**config.mk**
```make
export PLATFORM = sky130hd
export DESIGN_NAME = gpr_ctrl
export DESIGN_NICKNAME = d
export VERILOG_FILES = /design/src/rtl/gaussian_particle_repulsion_defines.svh /design/src/rtl/gpr_pkg.sv /design/src/rtl/gpr_ctrl.sv
export SDC_FILE = /design/constraint.sdc
export NUM_CORES = 1
export LEC_CHECK = 0
export BUFFER_PORTS_ARGS = -buffer_cell sky130_fd_sc_hd__buf_2
export CORE_MARGIN = 4
export CORE_UTILIZATION = 67
export CTS_BUF_LIST = sky130_fd_sc_hd__clkbuf_4 sky130_fd_sc_hd__clkbuf_8
export DETAILED_ROUTE_END_ITERATION = 6
export GPL_TIMING_DRIVEN = 0
export MAX_ROUTING_LAYER = met4
export PLACE_DENSITY = 0.84
export SYNTH_ARGS = -nofsm -noshare
export SYNTH_HDL_FRONTEND = slang
export SYNTH_SLANG_ARGS = --single-unit
```
**constraint.sdc**
```tcl
create_clock -name clk -period 9.7 [get_ports clk]
set_clock_uncertainty 0.1 [all_clocks]
set_input_delay 1.94 -clock clk [delete_from_list [all_inputs] [get_ports clk]]
set_output_delay 1.94 -clock clk [all_outputs]
set_load 0.005 [all_outputs]
```
**src/rtl/gaussian_particle_repulsion_defines.svh**
```systemverilog
// Assertion macros for the Gaussian repulsion block.
// Used by the top level; expects clk and rst_n in scope.
`ifndef GAUSSIAN_PARTICLE_REPULSION_DEFINES_SVH
`define GAUSSIAN_PARTICLE_REPULSION_DEFINES_SVH

// same-cycle implication
`define GPR_ASSERT_IMP(label, ante, cons, msg) \
  label: assert property (@(posedge clk) disable iff (!rst_n) (ante) |-> (cons)) \
    else $error(msg);

// next-cycle implication
`define GPR_ASSERT_NXT(label, ante, cons, msg) \
  label: assert property (@(posedge clk) disable iff (!rst_n) (ante) |=> (cons)) \
    else $error(msg);

`endif

```
**src/rtl/gpr_pkg.sv**
```systemverilog
// Shared types, constants and helpers for the Gaussian repulsion block.
// No dependencies.
package gpr_pkg;

  localparam int MAX_PARTICLES_DEF = 64;
  localparam int EXP_DEPTH_DEF     = 256;

  localparam int POS_W   = 16;
  localparam int FORCE_W = 32;
  localparam int CFG_W   = 16;
  localparam int CFG_IW  = 2;
  localparam int D2_W    = 35;
  localparam int ROOT_W  = 18;
  localparam int DIV_NW  = 64;
  localparam int DIV_DW  = 32;

  localparam logic [63:0] EXP_STEP_Q32 = 64'd4034748382;

  localparam logic [CFG_IW-1:0] REG_GAIN   = 2'd0;
  localparam logic [CFG_IW-1:0] REG_WIDTH  = 2'd1;
  localparam logic [CFG_IW-1:0] REG_CUTOFF = 2'd2;

  typedef struct packed {
    logic signed [POS_W-1:0] pos_x;
    logic signed [POS_W-1:0] pos_y;
    logic                    last_particle;
  } in_item_t;

  typedef struct packed {
    logic signed [FORCE_W-1:0] force_x;
    logic signed [FORCE_W-1:0] force_y;
    logic                      last_force;
  } out_item_t;

  typedef enum logic [4:0] {
    OP_NONE, OP_LOAD, OP_PREP, OP_ACCCLR, OP_ROWEND, OP_READ, OP_SQ,
    OP_DIVK, OP_SQRT, OP_DIVW, OP_ACC, OP_MULG, OP_MULD, OP_DIVI,
    OP_LATI, OP_DIVJ, OP_LATJ, OP_WRI, OP_WRJ, OP_OUTRD
  } dp_op_t;

  typedef struct packed {
    dp_op_t op;
    logic   axis;   // 0: x, 1: y
  } dp_cmd_t;

  typedef struct packed {
    logic early_zero;
    logic ws_zero;
    logic k_big;
    logic w_zero;
    logic div_done;
    logic sqrt_done;
  } dp_stat_t;

  // one step of the exp(-k/16) recurrence, Q0.32 with round to nearest
  function automatic logic [63:0] exp_next(input logic [63:0] e);
    logic [127:0] p;
    p = 128'(e) * 128'(EXP_STEP_Q32) + 128'h8000_0000;
    return p[95:32];
  endfunction

  function automatic logic signed [FORCE_W-1:0] sat32(input logic signed [60:0] v);
    if (v > 61'sd2147483647)
      return 32'sh7FFF_FFFF;
    else if (v < -61'sd2147483648)
      return 32'sh8000_0000;
    else
      return v[31:0];
  endfunction

endpackage

```
**src/rtl/gpr_ctrl.sv**
```systemverilog
// Controller: load counting, pair loops, per-pair step sequencing and force output.
// Depends on gpr_pkg.
module gpr_ctrl
  import gpr_pkg::*;
#(
  parameter int MAX_P = MAX_PARTICLES_DEF
) (
  input  logic                     clk,
  input  logic                     rst_n,
  input  logic                     start,
  input  logic                     last_particle,
  output logic                     busy,
  output dp_cmd_t                  cmd,
  output logic [$clog2(MAX_P)-1:0] idx_i,
  output logic [$clog2(MAX_P)-1:0] idx_j,
  input  dp_stat_t                 stat,
  output logic                     out_valid,
  output logic                     out_last
);

  localparam int AW = $clog2(MAX_P);
  localparam int IW = $clog2(MAX_P + 1) + 1;

  typedef enum logic [19:0] {
    ST_IDLE   = 20'h00001,
    ST_PREP   = 20'h00002,
    ST_ROW    = 20'h00004,
    ST_SEL    = 20'h00008,
    ST_ROWEND = 20'h00010,
    ST_RD     = 20'h00020,
    ST_SQ     = 20'h00040,
    ST_CHK    = 20'h00080,
    ST_KW     = 20'h00100,
    ST_SW     = 20'h00200,
    ST_WW     = 20'h00400,
    ST_MD     = 20'h00800,
    ST_DI     = 20'h01000,
    ST_DIW    = 20'h02000,
    ST_DJ     = 20'h04000,
    ST_DJW    = 20'h08000,
    ST_WI     = 20'h10000,
    ST_WJ     = 20'h20000,
    ST_OUT    = 20'h40000,
    ST_OEMIT  = 20'h80000
  } state_t;

  state_t        state_r, state_nxt;
  logic [IW-1:0] i_r, i_nxt, j_r, j_nxt, cnt_r, cnt_nxt;
  logic          phase_r, phase_nxt, axis_r, axis_nxt;

  always_ff @(posedge clk) begin
    if (!rst_n) begin
      state_r <= ST_IDLE;
      i_r     <= '0;
      j_r     <= '0;
      cnt_r   <= '0;
      phase_r <= 1'b0;
      axis_r  <= 1'b0;
    end else begin
      state_r <= state_nxt;
      i_r     <= i_nxt;
      j_r     <= j_nxt;
      cnt_r   <= cnt_nxt;
      phase_r <= phase_nxt;
      axis_r  <= axis_nxt;
    end
  end

  always_comb begin
    state_nxt = state_r;
    i_nxt     = i_r;
    j_nxt     = j_r;
    cnt_nxt   = cnt_r;
    phase_nxt = phase_r;
    axis_nxt  = axis_r;
    cmd.op    = OP_NONE;
    cmd.axis  = axis_r;
    idx_i     = i_r[AW-1:0];
    idx_j     = j_r[AW-1:0];
    out_valid = 1'b0;
    out_last  = 1'b0;

    unique case (state_r)
      ST_IDLE: begin
        idx_i = cnt_r[AW-1:0];
        if (start) begin
          if (cnt_r < IW'(MAX_P)) begin
            cmd.op  = OP_LOAD;
            cnt_nxt = cnt_r + 1'b1;
          end
          if (last_particle) state_nxt = ST_PREP;
        end
      end
      ST_PREP: begin
        cmd.op    = OP_PREP;
        phase_nxt = 1'b0;
        i_nxt     = '0;
        state_nxt = ST_ROW;
      end
      ST_ROW: begin
        cmd.op    = OP_ACCCLR;
        j_nxt     = '0;
        state_nxt = ST_SEL;
      end
      ST_SEL: begin
        if (!phase_r) begin
          if (j_r == cnt_r)    state_nxt = ST_ROWEND;
          else if (j_r == i_r) j_nxt = j_r + 1'b1;
          else                 state_nxt = ST_RD;
        end else begin
          if (i_r + 1'b1 >= cnt_r) begin
            i_nxt     = '0;
            state_nxt = ST_OUT;
          end else if (j_r >= cnt_r) begin
            i_nxt = i_r + 1'b1;
            j_nxt = i_r + IW'(2);
          end else begin
            state_nxt = ST_RD;
          end
        end
      end
      ST_ROWEND: begin
        cmd.op = OP_ROWEND;
        if (i_r + 1'b1 == cnt_r) begin
          phase_nxt = 1'b1;
          i_nxt     = '0;
          j_nxt     = IW'(1);
          state_nxt = ST_SEL;
        end else begin
          i_nxt     = i_r + 1'b1;
          state_nxt = ST_ROW;
        end
      end
      ST_RD: begin
        cmd.op    = OP_READ;
        state_nxt = ST_SQ;
      end
      ST_SQ: begin
        cmd.op    = OP_SQ;
        state_nxt = ST_CHK;
      end
      ST_CHK: begin
        if ((phase_r && stat.ws_zero) || stat.early_zero) begin
          j_nxt     = j_r + 1'b1;
          state_nxt = ST_SEL;
        end else begin
          cmd.op    = OP_DIVK;
          state_nxt = ST_KW;
        end
      end
      ST_KW: begin
        if (stat.div_done) begin
          if (stat.k_big) begin
            j_nxt     = j_r + 1'b1;
            state_nxt = ST_SEL;
          end else begin
            cmd.op    = OP_SQRT;
            state_nxt = ST_SW;
          end
        end
      end
      ST_SW: begin
        if (stat.sqrt_done) begin
          cmd.op    = OP_DIVW;
          state_nxt = ST_WW;
        end
      end
      ST_WW: begin
        if (stat.div_done) begin
          if (!phase_r) begin
            cmd.op    = OP_ACC;
            j_nxt     = j_r + 1'b1;
            state_nxt = ST_SEL;
          end else if (stat.w_zero) begin
            j_nxt     = j_r + 1'b1;
            state_nxt = ST_SEL;
          end else begin
            cmd.op    = OP_MULG;
            axis_nxt  = 1'b0;
            state_nxt = ST_MD;
          end
        end
      end
      ST_MD: begin
        cmd.op    = OP_MULD;
        state_nxt = ST_DI;
      end
      ST_DI: begin
        cmd.op    = OP_DIVI;
        state_nxt = ST_DIW;
      end
      ST_DIW: begin
        if (stat.div_done) begin
          cmd.op    = OP_LATI;
          state_nxt = ST_DJ;
        end
      end
      ST_DJ: begin
        cmd.op    = OP_DIVJ;
        state_nxt = ST_DJW;
      end
      ST_DJW: begin
        if (stat.div_done) begin
          cmd.op    = OP_LATJ;
          state_nxt = ST_WI;
        end
      end
      ST_WI: begin
        cmd.op    = OP_WRI;
        state_nxt = ST_WJ;
      end
      ST_WJ: begin
        cmd.op = OP_WRJ;
        if (!axis_r) begin
          axis_nxt  = 1'b1;
          state_nxt = ST_MD;
        end else begin
          j_nxt     = j_r + 1'b1;
          state_nxt = ST_SEL;
        end
      end
      ST_OUT: begin
        cmd.op    = OP_OUTRD;
        state_nxt = ST_OEMIT;
      end
      ST_OEMIT: begin
        out_valid = 1'b1;
        out_last  = (i_r + 1'b1 == cnt_r);
        if (out_last) begin
          cnt_nxt   = '0;
          state_nxt = ST_IDLE;
        end else begin
          i_nxt     = i_r + 1'b1;
          state_nxt = ST_OUT;
        end
      end
      default: state_nxt = ST_IDLE;
    endcase
  end

  assign busy = (state_r != ST_IDLE);

endmodule

```
Word level (Yosys, flattened, before mapping)
Index checks and enable logic that the tools add are counted.

Add/sub/neg operators: 4. Magnitude comparators: 3. Equality and inequality tests: 49. Muxes and demuxes: 65. Reductions and logical operators: 13.

Operators with widths (count): 20-bit case mux with 20 select lines (1); 20-bit two-way mux (12); 8-bit two-way mux (21); 5-bit case mux with 18 select lines (1); 8-bit case mux with 7 select lines (1); 12-bit two-way mux (3); 2-bit != test (second input constant) (17); 4-bit two-way mux (8); 8-bit case mux with 4 select lines (1); 8-bit by 1-bit adder with 8-bit output (second input constant) (3); 8-bit == test (3); 20-bit by 1-bit == test with 1-bit output (second input constant) (1); 20-bit by 10-bit == test with 1-bit output (second input constant) (1); 20-bit by 11-bit == test with 1-bit output (second input constant) (1); 20-bit by 12-bit == test with 1-bit output (second input constant) (1); 20-bit by 13-bit == test with 1-bit output (second input constant) (1); 20-bit by 14-bit == test with 1-bit output (second input constant) (1); 20-bit by 15-bit == test with 1-bit output (second input constant) (1); 20-bit by 16-bit == test with 1-bit output (second input constant) (1); 20-bit by 17-bit == test with 1-bit output (second input constant) (1); 20-bit by 18-bit == test with 1-bit output (second input constant) (1); 20-bit by 19-bit == test with 1-bit output (second input constant) (1); 20-bit by 2-bit == test with 1-bit output (second input constant) (1); 20-bit == test (second input constant) (1); 31 further kinds (50).

Flip-flop bits (word level): 46. Bits of input ports: 10. Output and inout port bits: 21.

Logic depth before layout (Yosys ltp)
Gate-level depths: netlist (run 1).

Depth after elaboration: 5. Gate-level depth with buffers: 14.

Least setup slack after synthesis (run 1)
OpenSTA, ideal clock, no wires.

Path type: input port to output port. Start: input port stat[4] (netlist name). End: output port cmd[2] (netlist name). Data arrival time: 2.857 ns. Required time: 7.660 ns. Setup slack: 4.803 ns. Stages on the path: 4. Path through: a2111oi_0 and4_1 nor4bb_1 o311ai_0.

RTL lines: start, declared (line gpr_ctrl.sv:16) `input dp_stat_t stat,`; end, declared (line gpr_ctrl.sv:13) `output dp_cmd_t cmd,`.

==> run summary, run 1 <==
Max VDD drop: 0.0959 mV
Core area: 5110 um^2
Setup TNS Final: 0 ns
NetSw: 137 uW
Area leader, netlist: dfxtp_1
Die X: 80.5 um
Met3 WL: 881 um
Drt first pass iters: 5
Most instantiated library cell after synthesis: nand2_1
DR WL met2: 4160 um
Synth Warn #: 0
Largest net degree at the start of global routing: 14
Port bufs: 30
Status: finished, final reports clean
Nets: 515
CP endpoint kind: output pin
CP bufs+invs: 2
Largest family of logic cells by synthesized area: simple AND/OR/NAND/NOR gates
Worst rel slew slack: 37.0%
Register bit count reported by yosys: 46
Antenna Nets Post-Route: 0
Layout cells sized above 1: 14.2%
Pint: 289 uW
Final Setup Violations: 0
Area Overhead vs Synth: 9.44%
Reg power frac: 46.7%
Placer Congestion: 0.905
# diodes: 0
# resized after CTS: 0
Adder-cell share of the synthesized area: 7.10%
Clk slew on worst S/H paths: 0.08 ns
Placement Rows: 26
Hold Vio Cnt, Final: 0
M1 WL: 4430 um
Clock power share: 30.3%
Max Cap Violations: 0
Die ar.: 6490 um^2
Peak fanout along the critical path: 5
Avg Cell Area, Syn: 7.87 um^2
Clk_lat worst skew: 0.31 ns
Sw frac: 32.2%
Final Instance Area: 3860 um^2
Critical path class: in -> out
Cells after Synth: 448
Placed Area: 3760 um^2
Top Ports: 31
Postcts setup bufs: 0
Post-synthesis xor/xnor area fraction: 8.20%
Synth top area cells: dfxtp_1, ha_1, xnor2_1
Synth top area share: 26.1%
Gr ovfl total: 0
Gr usage total: 31.8%
Ys async rst share: 0%
H-tree depth: 2
CP max-delay cell: a2111oi_0
Final Slew Violations: 0
Dpl hpwl: 7340 um
Max Buffers Root-to-Sink: 2
Net count after synthesis: 478
Initial DRC Count: 400
CTS hold repair buffers: 0
Fillers: 409
Most common cell on crit path: buf_2
Simple-gate share of the synthesized area: 34.1%
Synth Flop Type: dfxtp_1
Post-synth EDFFs: 0
Post-Syn Area: 3530 um^2
Delay-heaviest family, CP: compound AO/OA/AOI/OAI gates
RSZ-0062 raised after global routing: no
Worst hold margin: 0.429 ns
Lkg Pwr: 0.00157 uW
WL per Instance: 17.3 um
TritonCTS clock tree: done
Die H: 80.5 um
CP Cell Sequence: buf_2 > a2111oi_0 > and4_1 > nor4bb_1 > o311ai_0 > buf_2
Worst Setup Start Kind: input pin
CP Data Required Time: 7.66 ns
DRC viols: 0
Power, Total: 426 uW
Distinct cell type count after synthesis: 69
Sequential area share after synthesis: 26.1%
CTS root buf: clkbuf_8
Peak Freq: 182 MHz
Initial Util: 69.0%
WP data arrival: 3.46 ns
Power Dens Cells: 110 nW/um^2
Synth Area in Compound Gates: 16.9%
Commonest cells in the netlist: nand2_1, dfxtp_1, nor2_1
Tightest Hold Check Type: reg -> reg
First-pass GRT wire length: 15600 um
Antenna violations before repair: 0
Min Tclk post-route: 5.50 ns
Highest routed layer: met4
Via density: 6.43
Slew @ Worst Pin: 0.922 ns
Routed wire length: 9640 um
Worst path max stage delay: 0.60 ns
Mux contribution to synthesized area: 1.45%
Fin crit share: 56.7%
TritonCTS Buffers: 5
Detailed-route via count: 3576
Vias in the first global route: 3179
Clk sink count: 46
Comb power frac: 23.1%
-- layout make-up --
cell class | instances | area [um^2] | share of cell area, %
inverters | 16 | 60.1 | 1.56
well taps | 70 | 87.6 | 2.27
clock buffers | 7 | 90.1 | 2.33
plain buffers | 28 | 156 | 4.05
flip-flops and latches | 46 | 921 | 23.9
clock inverters | 1 | 5.00 | 0.130
multi-input cells | 358 | 2390 | 61.9
repair buffers | 30 | 150 | 3.89
-- placed cells by master, fill, tap and decap left out, types with 9 or more instances in the layout --
cell type / synthesis / final
a21oi_1: 31 / 31
dfxtp_1: 46 / 46
buf_2: 5 / 35
nand3_1: 18 / 18
nand2_1: 47 / 47
and3_1: 11 / 11
ha_1: 20 / 20
xor2_1: 9 / 9
clkbuf_1: 13 / 13
xnor2_1: 24 / 24
o21ai_0: 23 / 23
nor2_1: 45 / 45
nand4_1: 13 / 13
inv_1: 15 / 15
-- stage by stage --
step | util (%) | instances | setup WS [ns]
2_1_floorplan | - | 448 | 4.80
3_3_place_gp | 73.7 | 548 | 4.36
3_5_place_dp | 73.7 | 548 | 4.25
4_1_cts | 75.6 | 556 | 4.25
5_1_grt | 75.6 | 556 | 4.16
6_report | 75.6 | 556 | 4.20
-- sequential cells by signal (all words and copies together), names as in the netlist --
signal / cells
axis_r: 1
i_r: 8
phase_r: 1
j_r: 8
cnt_r: 8
state_r: 20
-- power by group through the flow --
stage	registers (uW)	logic (uW)	clock network (uW)
2_1_floorplan	201	68.8	0
3_3_place_gp	203	93.5	0
3_5_place_dp	203	95.6	0
4_1_cts	199	95.9	130
5_1_grt	200	108	138
6_report	199	98.2	129
-- worst register-to-register path, stage by stage (launching register included) --
cell and delay, ns:
dfxtp_1 0.52, ha_1 0.28, and3_1 0.24, and3_1 0.21, nand2_1 0.08, xnor2_1 0.20
ha_1 0.29, and4_1 0.20, o211a_1 0.14, a211oi_1 0.72, a31oi_1 0.30, a2111oi_0 0.90
mux2i_1 0.25, o21ai_0 0.08
-- cell families after synthesis --
kind of cell	after synthesis
mux	5
buf+inv	44
simple gates	209
xor+xnor	33
fa+ha+maj	20
flops	46
compound gates	91
-- worst paths after layout --
path	slack, ns	end	startpoint	cells past startpoint
setup / recovery	4.20	cmd[2]	stat[4]	6
hold / removal	0.43	cnt_r[1]$_SDFFE_PN0P_	cnt_r[1]$_SDFFE_PN0P_	2
setup reg to reg	5.10	j_r[2]$_SDFFE_PN0P_	i_r[1]$_SDFFE_PN0P_	13
hold reg to reg	0.43	cnt_r[1]$_SDFFE_PN0P_	cnt_r[1]$_SDFFE_PN0P_	2
-- per-layer routing --
layer	vias up	global-route usage [%]
met5	-	-
met4	0	8.61
met3	18	5.94
met2	191	46.9
met1	1660	44.5
li1	1707	-
No activity file was read; power rests on OpenSTA's default activity.
==> run 2: changes to the inputs <==
--- a/config.mk
+++ b/config.mk
@@ -7,12 +7,12 @@
 export LEC_CHECK = 0
 export BUFFER_PORTS_ARGS = -buffer_cell sky130_fd_sc_hd__buf_2
 export CORE_MARGIN = 4
-export CORE_UTILIZATION = 67
+export CORE_UTILIZATION = 62
 export CTS_BUF_LIST = sky130_fd_sc_hd__clkbuf_4 sky130_fd_sc_hd__clkbuf_8
 export DETAILED_ROUTE_END_ITERATION = 6
 export GPL_TIMING_DRIVEN = 0
 export MAX_ROUTING_LAYER = met4
-export PLACE_DENSITY = 0.84
+export PLACE_DENSITY = 0.79
 export SYNTH_ARGS = -nofsm -noshare
 export SYNTH_HDL_FRONTEND = slang
 export SYNTH_SLANG_ARGS = --single-unit
==> constraint.sdc (replaced) <==
create_clock -name clk -period 5.5 [get_ports clk]
set_clock_uncertainty 0.1 [all_clocks]
set_input_delay 1.1 -clock clk [delete_from_list [all_inputs] [get_ports clk]]
set_output_delay 1.1 -clock clk [all_outputs]
set_load 0.005 [all_outputs]
==> run 2 against run 1 <==
Sequential share of layout area fell by 0.13 points. Global-route usage down 3.5 points. Critical path depth up 7. Flip-flop and latch count unchanged. Via count fell by 0.70%. Design area increased by 0.55%. First-iteration DRC count fell by 8.5%. Critical path type is now reg -> reg. Critical endpoint is now j_r[2]$_SDFFE_PN0P_. Largest power group unchanged.
==> run summary, run 2 (synthesis results as in run 1) <==
Setup TNS Final: 0 ns (unchanged)
Postcts setup bufs: 0 (unchanged)
Gr usage total: 28.3% (was 31.8%)
Reg2reg start: i_r[1]$_SDFFE_PN0P_ (unchanged)
Clk sink count: 46 (unchanged)
Commonest non-fill, non-tap cells in the layout: nand2_1, dfxtp_1, nor2_1, buf_2, a21oi_1 (unchanged)
Worst rel slew slack: 36.3% (was 37.0%)
Crit path launch: i_r[1]$_SDFFE_PN0P_ (was stat[4])
Die ar.: 6960 um^2 (was 6490 um^2)
Vias in the first global route: 3236 (was 3179)
Min-delay src: cnt_r[5]$_SDFFE_PN0P_ (was cnt_r[1]$_SDFFE_PN0P_)
Lkg Pwr: 0.00157 uW (about the same)
Worst Setup Slack, final: 0.978 ns (was 4.20 ns)
Max VDD drop: 0.187 mV (was 0.0959 mV)
DRC viols: 0 (unchanged)
H-tree depth: 2 (unchanged)
Clk_lat worst skew: 0.31 ns (about the same)
Min Tclk post-route: 4.52 ns
Max Cap Violations: 0 (unchanged)
Core area: 5510 um^2 (was 5110 um^2)
Peak Freq: 221 MHz
# resized after CTS: 0 (unchanged)
CTS root buf: clkbuf_8 (unchanged)
Die X: 83.4 um (was 80.5 um)
Largest net degree at the start of global routing: 15 (was 14)
First-pass GRT wire length: 15800 um (was 15600 um)
Max Buffers Root-to-Sink: 2 (unchanged)
WP data arrival: 4.63 ns (was 3.46 ns)
Max reg flops: 20 (unchanged)
Final Slew Violations: 0 (unchanged)
CP Cell Sequence: ha_1 > and3_1 > and3_1 > nand2_1 > xnor2_1 > ha_1 > and4_1 > o211a_1 > a211oi_1 > a31oi_1 > a2111oi_0 > mux2i_1 > o21ai_0 (was buf_2 > a2111oi_0 > and4_1 > nor4bb_1 > o311ai_0 > buf_2)
Placer Congestion: 0.958 (was 0.905)
Placed Cells: 550 (was 548)
Top reg by flops: state_r (unchanged)
Die H: 83.4 um (was 80.5 um)
Slew @ Worst Pin: 0.932 ns (was 0.922 ns)
Routed wire length: 9480 um (was 9640 um)
WL per Instance: 17.0 um (was 17.3 um)
# diodes: 0 (unchanged)
Dpl hpwl: 7210 um (was 7340 um)
Critical path class: reg -> reg (was in -> out)
Initial Util: 64.0% (was 69.0%)
CTS hold repair buffers: 0 (unchanged)
CP max-delay cell: a2111oi_0 (unchanged)
TritonCTS clock tree: done (unchanged)
Nets: 515 (unchanged)
Power, Total: 787 uW (was 426 uW)
Worst path max stage delay: 0.91 ns (was 0.60 ns)
TritonCTS Buffers: 5 (unchanged)
Clk slew on worst S/H paths: 0.10 ns (was 0.08 ns)
Via density: 6.36 (was 6.43)
Detailed-route via count: 3551 (was 3576)
Gr ovfl total: 0 (unchanged)
Reg power frac: 44.5% (was 46.7%)
Peak fanout along the critical path: 7 (was 5)
Drt first pass iters: 6 (was 5)
Initial DRC Count: 366 (was 400)
Top Ports: 31 (unchanged)
Port bufs: 30 (unchanged)
Post-place setup slack: 1.15 ns (was 4.25 ns)
Sw frac: 31.0% (was 32.2%)
RSZ-0062 raised after global routing: no (unchanged)
Antenna violations before repair: 0 (unchanged)
Hold Vio Cnt, Final: 0 (unchanged)
Power Dens Cells: 203 nW/um^2 (was 110 nW/um^2)
Pint: 543 uW (was 289 uW)
Layout cells sized above 1: 14.2% (unchanged)
Status: finished, final reports clean (unchanged)
NetSw: 244 uW (was 137 uW)
Antenna Nets Post-Route: 0 (unchanged)
Fin crit share: 82.2%
Placement Rows: 27 (was 26)
Area Overhead vs Synth: 10.0% (was 9.44%)
Final Non-Filler Cells: 558 (was 556)
CP endpoint kind: flip-flop (was output pin)
Most common cell after layout, fill and taps aside: nand2_1 (unchanged)
Final Setup Violations: 0 (unchanged)
Tightest Hold Check Type: reg -> reg (unchanged)
Clock power share: 33.4% (was 30.3%)
Worst Setup Start Kind: flip-flop (was input pin)
CP Data Required Time: 5.60 ns (was 7.66 ns)
Util after Layout: 70.5% (was 75.6%)
Comb power frac: 22.1% (was 23.1%)
==> run 2: changes by cell type in the layout (fill, tap and decap cells not counted) <==
cell        previous run  this run
clkbuf_8               6         5
clkinv_2               1         0
bufinv_16              0         1
clkinvlp_4             0         1
==> run 2: stage by stage <==
step / hold WS, ns / instance area [um^2]
4_1_cts: 0.407 / 3880
3_3_place_gp: 0.384 / 3770
2_1_floorplan: 0.371 / 3530
5_1_grt: 0.431 / 3880
3_5_place_dp: 0.395 / 3770
6_report: 0.411 / 3880
==> run 2: power groups by stage <==
stage,Clock [uW],Sequential [uW],Combinational [uW]
after floorplan,0,355,121
after detailed placement,0,358,169
final,263,351,174
after global placement,0,357,166
after global routing,279,352,192
after CTS,265,350,170
==> run 2: layout make-up <==
cell class | count | area [um^2]
multi-input cells | 358 | 2390
clock buffers | 6 | 76.3
fillers | 455 | 1630
inverters | 16 | 60.1
well taps | 72 | 90.1
clock inverters | 2 | 37.5
repair buffers | 30 | 150
flip-flops and latches | 46 | 921
plain buffers | 28 | 156
==> run 2: critical path: cells and delay by family (launching register included) <==
| family | cells | cell delay (ns) |
|---|---|---|
| AOI/OAI and AO/OA | 5 | 2.11 |
| xor gates and xnor gates | 1 | 0.19 |
| and+or+nand+nor | 4 | 0.70 |
| adders and majority gates | 2 | 0.54 |
| muxes | 1 | 0.26 |
| DFF | 1 | 0.51 |
==> run 2: layer usage <==
layer / vias to the layer above / track usage, % / routed length (um) / part of all wire [%]
met5: - / - / 0 / 0
met4: 0 / 6.14 / 159 / 1.7
met3: 18 / 3.67 / 888 / 9.4
met2: 183 / 41.1 / 4010 / 42
met1: 1640 / 42.0 / 4420 / 47
li1: 1710 / - / - / -
==> run 2: final timing paths <==
path                           end  slack [ns]  cells after the start
max reg2reg    j_r[2]$_SDFFE_PN0P_        0.98                     13
min          cnt_r[5]$_SDFFE_PN0P_        0.41                      2
max            j_r[2]$_SDFFE_PN0P_        0.98                     13
min reg2reg  cnt_r[5]$_SDFFE_PN0P_        0.41                      2
